`src/design/tvf_pkg.sv`:
```
// Shared types, character codes and byte classification for the text view filter.
package tvf_pkg;

   localparam int COUNT_W     = 20;
   localparam int CSR_ADDR_W  = 5;
   localparam int CSR_DATA_W  = 32;
   localparam int BODY_MAX    = 4;
   localparam int BODY_LEN_W  = 3;
   localparam int QUEUE_DEPTH = 2;

   localparam logic [7:0] CHAR_TAB    = 8'h09;
   localparam logic [7:0] CHAR_NL     = 8'h0A;
   localparam logic [7:0] CHAR_SPACE  = 8'h20;
   localparam logic [7:0] CHAR_DOLLAR = 8'h24;
   localparam logic [7:0] CHAR_DASH   = 8'h2D;
   localparam logic [7:0] CHAR_ZERO   = 8'h30;
   localparam logic [7:0] CHAR_QMARK  = 8'h3F;
   localparam logic [7:0] CHAR_I      = 8'h49;
   localparam logic [7:0] CHAR_M      = 8'h4D;
   localparam logic [7:0] CHAR_CARET  = 8'h5E;

   localparam logic [7:0] CTRL_LAST   = 8'd31;
   localparam logic [7:0] CHAR_DEL    = 8'd127;
   localparam logic [7:0] META_BASE   = 8'd128;
   localparam logic [7:0] META_PRINT  = 8'd160;
   localparam logic [7:0] META_DEL    = 8'd255;
   localparam logic [7:0] CTRL_OFFSET = 8'd64;

   typedef enum logic [2:0] {
      REG_NUMBER_NONBLANK  = 3'd0,
      REG_NUMBER_ALL       = 3'd1,
      REG_SQUEEZE_BLANK    = 3'd2,
      REG_SHOW_TABS        = 3'd3,
      REG_SHOW_ENDS        = 3'd4,
      REG_SHOW_NONPRINTING = 3'd5
   } reg_idx_type;

   typedef struct packed {
      logic number_nonblank;
      logic number_all;
      logic squeeze_blank;
      logic show_tabs;
      logic show_ends;
      logic show_nonprinting;
   } cfg_type;

   // bytes[0] goes out first
   typedef struct packed {
      logic [BODY_MAX-1:0][7:0] bytes;
      logic [BODY_LEN_W-1:0]    len;
   } body_type;

   function automatic logic [31:0] number_max(input int digits);
      logic [31:0] m;
      m = 32'd1;
      for (int i = 0; i < digits; i++) begin
         m = m * 32'd10;
      end
      return m - 32'd1;
   endfunction

   // Display bytes of one input byte, without any line number prefix.
   function automatic body_type classify(input logic [7:0] b, input cfg_type cfg);
      body_type r;
      r.bytes    = '0;
      r.bytes[0] = b;
      r.len      = BODY_LEN_W'(1);
      if (b == CHAR_TAB && cfg.show_tabs) begin
         r.bytes[0] = CHAR_CARET;
         r.bytes[1] = CHAR_I;
         r.len      = BODY_LEN_W'(2);
      end else if (b == CHAR_NL) begin
         if (cfg.show_ends) begin
            r.bytes[0] = CHAR_DOLLAR;
            r.bytes[1] = CHAR_NL;
            r.len      = BODY_LEN_W'(2);
         end
      end else if (cfg.show_nonprinting && b != CHAR_TAB) begin
         if (b <= CTRL_LAST) begin
            r.bytes[0] = CHAR_CARET;
            r.bytes[1] = b + CTRL_OFFSET;
            r.len      = BODY_LEN_W'(2);
         end else if (b == CHAR_DEL) begin
            r.bytes[0] = CHAR_CARET;
            r.bytes[1] = CHAR_QMARK;
            r.len      = BODY_LEN_W'(2);
         end else if (b >= META_BASE) begin
            r.bytes[0] = CHAR_M;
            r.bytes[1] = CHAR_DASH;
            if (b < META_PRINT) begin
               r.bytes[2] = CHAR_CARET;
               r.bytes[3] = b - CTRL_OFFSET;
               r.len      = BODY_LEN_W'(4);
            end else if (b < META_DEL) begin
               r.bytes[2] = b - META_BASE;
               r.len      = BODY_LEN_W'(3);
            end else begin
               r.bytes[2] = CHAR_CARET;
               r.bytes[3] = CHAR_QMARK;
               r.len      = BODY_LEN_W'(4);
            end
         end
      end
      return r;
   endfunction

endpackage

```
`src/design/tvf_front.sv`:
```
// Front end: squeeze, line numbering state and byte classification.
module tvf_front #(
   parameter int NUMBER_DIGITS = 6
) (
   input  logic                           clock,
   input  logic                           reset,
   input  tvf_pkg::cfg_type               cfg,
   input  logic                           in_valid,
   input  logic [7:0]                     in_byte,
   input  logic                           q_full,
   output logic                           push,
   output logic                           push_numbered,
   output logic [NUMBER_DIGITS-1:0][3:0]  push_digits,
   output tvf_pkg::body_type              push_body
);

   localparam logic [31:0] NUM_MAX = tvf_pkg::number_max(NUMBER_DIGITS);

   logic [1:0]                      run_ff, run_in;
   logic                            start_ff, start_in;
   logic [tvf_pkg::COUNT_W-1:0]     bin_ff, bin_in;
   logic [NUMBER_DIGITS-1:0][3:0]   bcd_ff, bcd_in;

   logic accept;
   logic is_nl;
   logic drop;
   logic numbered;
   logic [1:0] run_inc;
   logic [NUMBER_DIGITS-1:0][3:0] bcd_inc;

   assign accept  = in_valid && !q_full;
   assign is_nl   = (in_byte == tvf_pkg::CHAR_NL);
   assign run_inc = (run_ff == 2'd3) ? 2'd3 : run_ff + 2'd1;
   assign drop    = cfg.squeeze_blank && is_nl && (run_inc == 2'd3);

   assign numbered = start_ff && !drop &&
                     ((cfg.number_nonblank && !is_nl) ||
                      (!cfg.number_nonblank && cfg.number_all));

   always_comb begin
      logic carry;
      carry = 1'b1;
      for (int i = 0; i < NUMBER_DIGITS; i++) begin
         bcd_inc[i] = bcd_ff[i];
         if (carry) begin
            if (bcd_ff[i] == 4'd9) begin
               bcd_inc[i] = 4'd0;
            end else begin
               bcd_inc[i] = bcd_ff[i] + 4'd1;
               carry      = 1'b0;
            end
         end
      end
   end

   always_comb begin
      run_in   = run_ff;
      start_in = start_ff;
      bin_in   = bin_ff;
      bcd_in   = bcd_ff;
      if (accept) begin
         if (cfg.squeeze_blank) begin
            run_in = is_nl ? run_inc : 2'd0;
         end
         if (is_nl) begin
            start_in = 1'b1;
         end else if (numbered) begin
            start_in = 1'b0;
         end
         if (numbered && ({{(32 - tvf_pkg::COUNT_W){1'b0}}, bin_ff} < NUM_MAX)) begin
            bin_in = bin_ff + tvf_pkg::COUNT_W'(1);
            // holds at NUM_MAX or wraps at its width; decimal copy follows
            bcd_in = (bin_ff == '1) ? '0 : bcd_inc;
         end
      end
   end

   always_ff @(posedge clock) begin
      if (reset) begin
         run_ff   <= 2'd0;
         start_ff <= 1'b1;
         bin_ff   <= tvf_pkg::COUNT_W'(1);
         bcd_ff   <= (NUMBER_DIGITS * 4)'(1);
      end else begin
         run_ff   <= run_in;
         start_ff <= start_in;
         bin_ff   <= bin_in;
         bcd_ff   <= bcd_in;
      end
   end

   assign push          = accept && !drop;
   assign push_numbered = numbered;
   assign push_digits   = bcd_ff;
   assign push_body     = tvf_pkg::classify(in_byte, cfg);

endmodule

```
`src/design/tvf_queue.sv`:
```
// Two-entry queue between the front end and the output sequencer.
module tvf_queue #(
   parameter int DATA_W = 8
) (
   input  logic              clock,
   input  logic              reset,
   input  logic              push,
   input  logic [DATA_W-1:0] push_data,
   input  logic              pop,
   output logic              full,
   output logic              head_valid,
   output logic [DATA_W-1:0] head_data
);

   localparam int PTR_W = $clog2(tvf_pkg::QUEUE_DEPTH);
   localparam int CNT_W = $clog2(tvf_pkg::QUEUE_DEPTH + 1);

   logic [DATA_W-1:0] slot_ff [tvf_pkg::QUEUE_DEPTH];
   logic [PTR_W-1:0]  wr_ptr_ff, wr_ptr_in;
   logic [PTR_W-1:0]  rd_ptr_ff, rd_ptr_in;
   logic [CNT_W-1:0]  count_ff, count_in;

   assign full       = (count_ff == CNT_W'(tvf_pkg::QUEUE_DEPTH));
   assign head_valid = (count_ff != '0);
   assign head_data  = slot_ff[rd_ptr_ff];

   // depth is a power of two, so the pointers wrap on their own
   always_comb begin
      wr_ptr_in = push ? wr_ptr_ff + PTR_W'(1) : wr_ptr_ff;
      rd_ptr_in = pop  ? rd_ptr_ff + PTR_W'(1) : rd_ptr_ff;
      count_in  = count_ff;
      if (push && !pop) begin
         count_in = count_ff + CNT_W'(1);
      end else if (pop && !push) begin
         count_in = count_ff - CNT_W'(1);
      end
   end

   always_ff @(posedge clock) begin
      if (reset) begin
         wr_ptr_ff <= '0;
         rd_ptr_ff <= '0;
         count_ff  <= '0;
      end else begin
         wr_ptr_ff <= wr_ptr_in;
         rd_ptr_ff <= rd_ptr_in;
         count_ff  <= count_in;
      end
   end

   always_ff @(posedge clock) begin
      if (push) begin
         slot_ff[wr_ptr_ff] <= push_data;
      end
   end

endmodule

```
`src/design/tvf_back.sv`:
```
// Output sequencer: emits the number prefix and display bytes, one beat a cycle while not stalled.
module tvf_back #(
   parameter int NUMBER_DIGITS = 6
) (
   input  logic                          clock,
   input  logic                          reset,
   input  logic                          q_valid,
   input  logic                          q_numbered,
   input  logic [NUMBER_DIGITS-1:0][3:0] q_digits,
   input  tvf_pkg::body_type             q_body,
   output logic                          pop,
   output logic                          rsp_valid,
   input  logic                          rsp_stall,
   output logic [7:0]                    rsp_out_byte,
   output logic                          rsp_last_of_run
);

   localparam int IDX_W  = $clog2(NUMBER_DIGITS + 6);
   localparam int DISP_W = (NUMBER_DIGITS > 1) ? $clog2(NUMBER_DIGITS + 1) : 1;
   localparam logic [IDX_W-1:0] PRE_LEN = IDX_W'(NUMBER_DIGITS + 1);

   logic [IDX_W-1:0] idx_ff, idx_in;
   logic             valid_ff, valid_in;
   logic [7:0]       byte_ff, byte_in;
   logic             last_ff, last_in;

   logic [IDX_W-1:0] pre_len;
   logic [IDX_W-1:0] total;
   logic [IDX_W-1:0] body_off;
   logic             last_beat;
   logic             load;
   logic [NUMBER_DIGITS-1:0] lead;
   logic [7:0]       disp [NUMBER_DIGITS + 1];
   logic [7:0]       byte_sel;

   assign pre_len   = q_numbered ? PRE_LEN : '0;
   assign total     = pre_len + IDX_W'(q_body.len);
   assign body_off  = idx_ff - pre_len;
   assign last_beat = (idx_ff == total - IDX_W'(1));
   assign load      = q_valid && (!valid_ff || !rsp_stall);
   assign pop       = load && last_beat;

   // leading zeros print as spaces, the ones digit always prints
   always_comb begin
      logic all_zero;
      all_zero = 1'b1;
      for (int i = NUMBER_DIGITS - 1; i >= 0; i--) begin
         all_zero = all_zero && (q_digits[i] == 4'd0);
         lead[i]  = all_zero && (i != 0);
      end
   end

   always_comb begin
      for (int k = 0; k < NUMBER_DIGITS; k++) begin
         disp[k] = lead[NUMBER_DIGITS - 1 - k] ? tvf_pkg::CHAR_SPACE :
                   tvf_pkg::CHAR_ZERO + {4'd0, q_digits[NUMBER_DIGITS - 1 - k]};
      end
      disp[NUMBER_DIGITS] = tvf_pkg::CHAR_TAB;
   end

   always_comb begin
      if (q_numbered && idx_ff < PRE_LEN) begin
         byte_sel = disp[idx_ff[DISP_W-1:0]];
      end else begin
         byte_sel = q_body.bytes[body_off[1:0]];
      end
   end

   always_comb begin
      idx_in   = idx_ff;
      byte_in  = byte_ff;
      last_in  = last_ff;
      valid_in = valid_ff && rsp_stall;
      if (load) begin
         valid_in = 1'b1;
         byte_in  = byte_sel;
         last_in  = last_beat;
         idx_in   = last_beat ? '0 : idx_ff + IDX_W'(1);
      end
   end

   always_ff @(posedge clock) begin
      if (reset) begin
         idx_ff   <= '0;
         valid_ff <= 1'b0;
      end else begin
         idx_ff   <= idx_in;
         valid_ff <= valid_in;
      end
   end

   always_ff @(posedge clock) begin
      byte_ff <= byte_in;
      last_ff <= last_in;
   end

   assign rsp_valid       = valid_ff;
   assign rsp_out_byte    = byte_ff;
   assign rsp_last_of_run = last_ff;

endmodule

```
`src/design/text_view_filter.sv`:
```
// Top level: register port, front end, queue and output sequencer.
// An accepted item passes through the queue; its output beats are registered in the output sequencer.
// Throughput: one output beat per cycle while rsp_stall is low and items are queued; an item
// produces 1 to NUMBER_DIGITS + 5 bytes, and a dropped newline produces none.
// Input is taken every cycle while the two-entry queue has room.
// Reset clears all option registers, sets the line number to 1 and empties the queue.
module text_view_filter #(
   parameter int NUMBER_DIGITS = 6
) (
   input  logic                            clock,
   input  logic                            reset,
   input  logic                            req_valid,
   output logic                            req_stall,
   input  logic [7:0]                      req_data_byte,
   output logic                            rsp_valid,
   input  logic                            rsp_stall,
   output logic [7:0]                      rsp_out_byte,
   output logic                            rsp_last_of_run,
   input  logic                            csr_psel,
   input  logic                            csr_penable,
   input  logic                            csr_pwrite,
   input  logic [tvf_pkg::CSR_ADDR_W-1:0]  csr_paddr,
   input  logic [tvf_pkg::CSR_DATA_W-1:0]  csr_pwdata,
   output logic [tvf_pkg::CSR_DATA_W-1:0]  csr_prdata,
   output logic                            csr_pready
);

   localparam int ENTRY_W = 1 + NUMBER_DIGITS * 4 + $bits(tvf_pkg::body_type);

   tvf_pkg::cfg_type     cfg_ff, cfg_in;
   tvf_pkg::reg_idx_type csr_idx;
   logic                 csr_wr;
   logic                 rd_bit;

   logic                          push, push_numbered;
   logic [NUMBER_DIGITS-1:0][3:0] push_digits;
   tvf_pkg::body_type             push_body;
   logic                          q_full, q_valid, pop;
   logic [ENTRY_W-1:0]            head_data;
   logic                          q_numbered;
   logic [NUMBER_DIGITS-1:0][3:0] q_digits;
   tvf_pkg::body_type             q_body;

   assign csr_pready = 1'b1;
   assign csr_idx    = tvf_pkg::reg_idx_type'(csr_paddr[4:2]);
   assign csr_wr     = csr_psel && csr_penable && csr_pwrite && csr_pready;

   always_comb begin
      cfg_in = cfg_ff;
      rd_bit = 1'b0;
      unique case (csr_idx)
         tvf_pkg::REG_NUMBER_NONBLANK: begin
            rd_bit = cfg_ff.number_nonblank;
            if (csr_wr) cfg_in.number_nonblank = csr_pwdata[0];
         end
         tvf_pkg::REG_NUMBER_ALL: begin
            rd_bit = cfg_ff.number_all;
            if (csr_wr) cfg_in.number_all = csr_pwdata[0];
         end
         tvf_pkg::REG_SQUEEZE_BLANK: begin
            rd_bit = cfg_ff.squeeze_blank;
            if (csr_wr) cfg_in.squeeze_blank = csr_pwdata[0];
         end
         tvf_pkg::REG_SHOW_TABS: begin
            rd_bit = cfg_ff.show_tabs;
            if (csr_wr) cfg_in.show_tabs = csr_pwdata[0];
         end
         tvf_pkg::REG_SHOW_ENDS: begin
            rd_bit = cfg_ff.show_ends;
            if (csr_wr) cfg_in.show_ends = csr_pwdata[0];
         end
         tvf_pkg::REG_SHOW_NONPRINTING: begin
            rd_bit = cfg_ff.show_nonprinting;
            if (csr_wr) cfg_in.show_nonprinting = csr_pwdata[0];
         end
         default: begin
            rd_bit = 1'b0;
         end
      endcase
   end

   assign csr_prdata = {{(tvf_pkg::CSR_DATA_W - 1){1'b0}}, rd_bit};

   always_ff @(posedge clock) begin
      if (reset) begin
         cfg_ff <= '0;
      end else begin
         cfg_ff <= cfg_in;
      end
   end

   tvf_front #(
      .NUMBER_DIGITS (NUMBER_DIGITS)
   ) u_front (
      .clock         (clock),
      .reset         (reset),
      .cfg           (cfg_ff),
      .in_valid      (req_valid),
      .in_byte       (req_data_byte),
      .q_full        (q_full),
      .push          (push),
      .push_numbered (push_numbered),
      .push_digits   (push_digits),
      .push_body     (push_body)
   );

   tvf_queue #(
      .DATA_W (ENTRY_W)
   ) u_queue (
      .clock      (clock),
      .reset      (reset),
      .push       (push),
      .push_data  ({push_numbered, push_digits, push_body}),
      .pop        (pop),
      .full       (q_full),
      .head_valid (q_valid),
      .head_data  (head_data)
   );

   assign {q_numbered, q_digits, q_body} = head_data;

   tvf_back #(
      .NUMBER_DIGITS (NUMBER_DIGITS)
   ) u_back (
      .clock           (clock),
      .reset           (reset),
      .q_valid         (q_valid),
      .q_numbered      (q_numbered),
      .q_digits        (q_digits),
      .q_body          (q_body),
      .pop             (pop),
      .rsp_valid       (rsp_valid),
      .rsp_stall       (rsp_stall),
      .rsp_out_byte    (rsp_out_byte),
      .rsp_last_of_run (rsp_last_of_run)
   );

   assign req_stall = q_full;

endmodule

```
`config.mk`:
```
export PLATFORM = sky130hd
export DESIGN_NAME = text_view_filter
export DESIGN_NICKNAME = d
export VERILOG_FILES = /design/src/design/tvf_pkg.sv /design/src/design/tvf_front.sv /design/src/design/tvf_queue.sv /design/src/design/tvf_back.sv /design/src/design/text_view_filter.sv
export SDC_FILE = /design/constraint.sdc
export NUM_CORES = 1
export LEC_CHECK = 0
export BUFFER_PORTS_ARGS = -buffer_cell sky130_fd_sc_hd__buf_4
export CORE_ASPECT_RATIO = 1.2
export CORE_MARGIN = 4
export CORE_UTILIZATION = 60
export DETAILED_ROUTE_END_ITERATION = 12
export PLACE_DENSITY = 0.91
export SYNTH_ARGS = -nofsm -noshare
export SYNTH_HDL_FRONTEND = slang
export SYNTH_SLANG_ARGS = --single-unit
```
`constraint.sdc`:
```
create_clock -name clock -period 10.8 [get_ports clock]
set_input_delay 2.16 -clock clock [delete_from_list [all_inputs] [get_ports clock]]
set_output_delay 2.16 -clock clock [all_outputs]
set_load 0.01 [all_outputs]
```
==> results.md <==
- The routed via count divided by cell count is 6.45.
- Setup violations remaining at the end of the flow were counted as 0.
- Setup repair after global routing left no endpoint under its margin.
- The setup fix buffers added after clock tree synthesis is 0.
- Clock tree synthesis inserted a total of 17 buffers.
- The detailed-route wire length per cell is 19.1 um.
- The via count of the routed design is 6769.
- For this run, design rule violations remaining after detail routing come to 0.
- The post-route netlist has 13.2% of its cells at a drive strength greater than 1.
- The category of the critical setup timing path is primary input to primary output.
- Summing all placed instances gives a cell area of 9680 um^2.
- Across the run, the number of max-cap violations was 0.
- Synthesis produced 818 cells.
- The dominant cell type by count on the critical path is sky130_fd_sc_hd__buf_4.
- TritonCTS built the clock tree.
- At the worst endpoint, the arrival time is 3.08 ns.
- The met1 usage in global routing is 28.7%.
- For this design, the sink count on the clock tree is 192.
- The main flop type after synthesis is sky130_fd_sc_hd__edfxtp_1.
- Summing the areas of all compound-gate instances in the mapped netlist gives 10.9% of the synthesized area.
- The synthesized netlist devotes 2.22% of its cell area to XOR and XNOR gates.
- The initial antenna violation count is 0.
- The analysis attributes to cell leakage a power of 0.00352 uW.
- Once detailed placement completed, the half-perimeter wirelength came to 13000 um.
- The register bit total from synthesis is 192.
- The number of antenna diodes in the final layout is 0.
- The number of nets with antenna violations after detailed routing is 0.
- The synthesized netlist devotes 14.4% of its cell area to simple gates.
- The combinational family with the most area after synthesis is simple AND/OR/NAND/NOR gates.
- The power density normalized to cell area is 212 nW/um^2.
- The overall fraction of global-route tracks in use is 22.8%.
- Data on the critical path is required at its endpoint by 8.64 ns.
- Sequential cells were found to cover 54.2% of the synthesized design area.
- The clock reaches the later pin of the worst-skew pair after 0.44 ns.
- The total congestion overflow after global routing is 0.
- The fmax is 0.191 GHz.
- Synthesis instantiated 63 different standard cells from the library.
- The count of warnings emitted by yosys is 0.
- The hold buffer count at cts is 0.
- The final critical path takes up 48.6% of the cycle.
- The max-slew headroom at the worst pin is 37.6%.
- The first detailed-routing pass ran for 5 iterations.
- The placement-stage worst setup slack is 5.57 ns.
- The multi-input combinational cells in the finished layout cover a total of 3910 um^2.
- IR analysis of the VDD net gives a maximum drop of 0.123 mV.
- Across the whole layout, storage elements account for 5140 um^2.
- The synthesized area per cell is 11.6 um^2.
- The maximum cell stage delay along the critical path is 0.33 ns.
- Routability-driven placement finished with a final weighted congestion of 0.956.
- The core region is 15600 um^2.
- The overall die area is 17900 um^2.
- By area the synthesized netlist is led by sky130_fd_sc_hd__edfxtp_1 41%, sky130_fd_sc_hd__dfxtp_1 13%, sky130_fd_sc_hd__mux4_2 5.7%.
- The die boundary width is 123 um.
- Once routing completed, OpenROAD measured the worst setup slack at 5.56 ns.
- The tree is rooted in a sky130_fd_sc_hd__clkbuf_16.
- Clock-pin slew was measured on the worst setup and hold paths at 0.07 ns.
- The number of nets in the final layout is 906.
- The aggregate routed wire length is 20000 um.
- Sorting the synthesized cells by how often they occur yields 129 x sky130_fd_sc_hd__edfxtp_1, 65 x sky130_fd_sc_hd__nor2_1, 63 x sky130_fd_sc_hd__dfxtp_1.
- The run finished with clean final reports.
- Of the post-synthesis cell area, the part taken by muxes is 8.73%.
- The type of element capturing the critical path is a primary output.
- For the final routed database, the setup TNS stands at 0 ns.
- The most frequent cell after synthesis is sky130_fd_sc_hd__edfxtp_1.
- The proportion of netlist area held by the largest area contributor is 40.9%.
- The class of the most critical hold timing path is register to register.
- After synthesis, the share of flip-flops with an asynchronous set or reset is 0%.
- The synthesis-to-finish area growth is 8.64%.
- The startpoint type of the worst setup path is a primary input.
- Fill cells in the final layout number 1038.
- The final instance area is 10300 um^2.
- Summed over all instances, the cell type with the most area after synthesis is sky130_fd_sc_hd__edfxtp_1.
- For this run, global-route usage on met2 was measured as 38.9%.
- The number of failing hold endpoints at the final stage is 0.
- The clock passes through at most 2 buffers.
- The number of pins with negative max-slew slack in the final report is 0.
- Traced cell by cell, the critical path runs through buf_4 > mux2_2 > a22oi_1 > o22ai_1 > buf_4.
- The number of levels in the clock H-tree is 4.
- On the critical path, the stage with the largest delay is an instance of sky130_fd_sc_hd__mux2_2.
- The pin count of the biggest net entering global routing is 61.
- The post-cts gate resize count is 0.
- In the global route stage, met3 resource usage came out at 4.43%.
- The number of global-route vias before repair is 6425.
- The final critical-path required period is 5.24 ns.
- For the pin with the worst max-slew slack, the measured transition is 0.909 ns.
- 96 I/O pins were placed.
- The number of DRC markers in iteration 0 is 932.
- The synthesized design contains 129 enable-type register cells.
- The die is 146 um tall.
- The peak fanout along the critical path is 9.
- The effective utilization at floorplan is 60.8%.
- The clock arrives with 0.0177 ns of skew.
- After floorplanning, the core was divided into 50 placement rows.
- The adder and majority cell fraction of the synthesized area is 3.51%.
- The first-pass GRT wire length is 32300 um.
- In this run the most used layer during global routing was met2.
- During placement, the flow inserted port buffers numbering 30.
- Summing every instance area after synthesis gives 9470 um^2.
## through the flow
| step | utilization [%] | hold WS [ns] | total power (uW) | cells |
|---|---|---|---|---|
| floorplan | - | 0.421 | 1410 | 848 |
| global placement | 62.1 | 0.431 | 1530 | 1017 |
| detailed placement | 62.1 | 0.457 | 1560 | 1017 |
| CTS | 66.1 | 0.466 | 2190 | 1049 |
| global route | 66.1 | 0.492 | 2280 | 1049 |
| finish | 66.1 | 0.472 | 2180 | 1049 |
## placed cells by master, fill, tap and decap left out, types with 27 or more instances in the layout
| master | instances |
|---|---|
| sky130_fd_sc_hd__nand3_1 | 27 |
| sky130_fd_sc_hd__buf_4 | 36 |
| sky130_fd_sc_hd__o21ai_0 | 41 |
| sky130_fd_sc_hd__inv_1 | 28 |
| sky130_fd_sc_hd__a21oi_1 | 48 |
| sky130_fd_sc_hd__dfxtp_1 | 62 |
| sky130_fd_sc_hd__nor2_1 | 65 |
| sky130_fd_sc_hd__nand2_1 | 43 |
| sky130_fd_sc_hd__edfxtp_1 | 129 |
| sky130_fd_sc_hd__conb_1 | 32 |
## report_power, final
group	internal [uW]	switching, uW
Combinational	262	308
Clock	315	311
Sequential	926	55.3
Total	1500	675
## path summary, 6_finish.rpt
kind,from,to,slack (ns),depth (start not counted)
max,csr_paddr[2],csr_prdata[0],5.56,5
min,u_front.bin_ff[19],u_front.bin_ff[19],0.47,2
max reg2reg,register,u_queue.count_ff[1],6.35,13
min reg2reg,u_front.bin_ff[19],u_front.bin_ff[19],0.47,2
## worst max-delay path, delay by kind of cell
family / cells / cell delay, ns
mux: 1 / 0.33
compound gates: 2 / 0.30
buf+inv: 2 / 0.28
## area by class of cell
cell class	instances	area share (%)
Tap cell	208	2.53
Sequential cell	192	49.9
Multi-Input combinational cell	553	38.0
Clock inverter	15	1.79
Timing Repair Buffer	36	2.63
Inverter	28	1.02
Clock buffer	17	4.13
## logic make-up after synthesis
logic type               after synthesis
other                                  2
buffers and inverters                103
AND/OR/NAND/NOR                      257
adder cells (fa/ha/maj)               26
multiplexers                          52
flip-flops                           192
XOR/XNOR                              24
AO/OA/AOI/OAI                        162
## layer usage
metal	up-vias	wire length, um
met4	0	571
met1	3204	7390
li1	3045	-
met5	-	0
met3	72	1710
met2	448	10300
## sequential cells by signal, summed over array words and instances, names as in the netlist, named ones only
register,count
u_front.bin_ff,20
u_back.rsp_valid,1
u_front.start_ff,1
u_front.push_digits,24
u_queue.count_ff,2
u_queue.wr_ptr_ff,1
u_back.idx_ff,4
u_back.rsp_out_byte,8
u_queue.rd_ptr_ff,1
u_front.run_ff,2
u_queue.slot_ff,120
u_back.rsp_last_of_run,1
cfg_ff,6
Note: power is estimated with default switching activity, not from simulation.
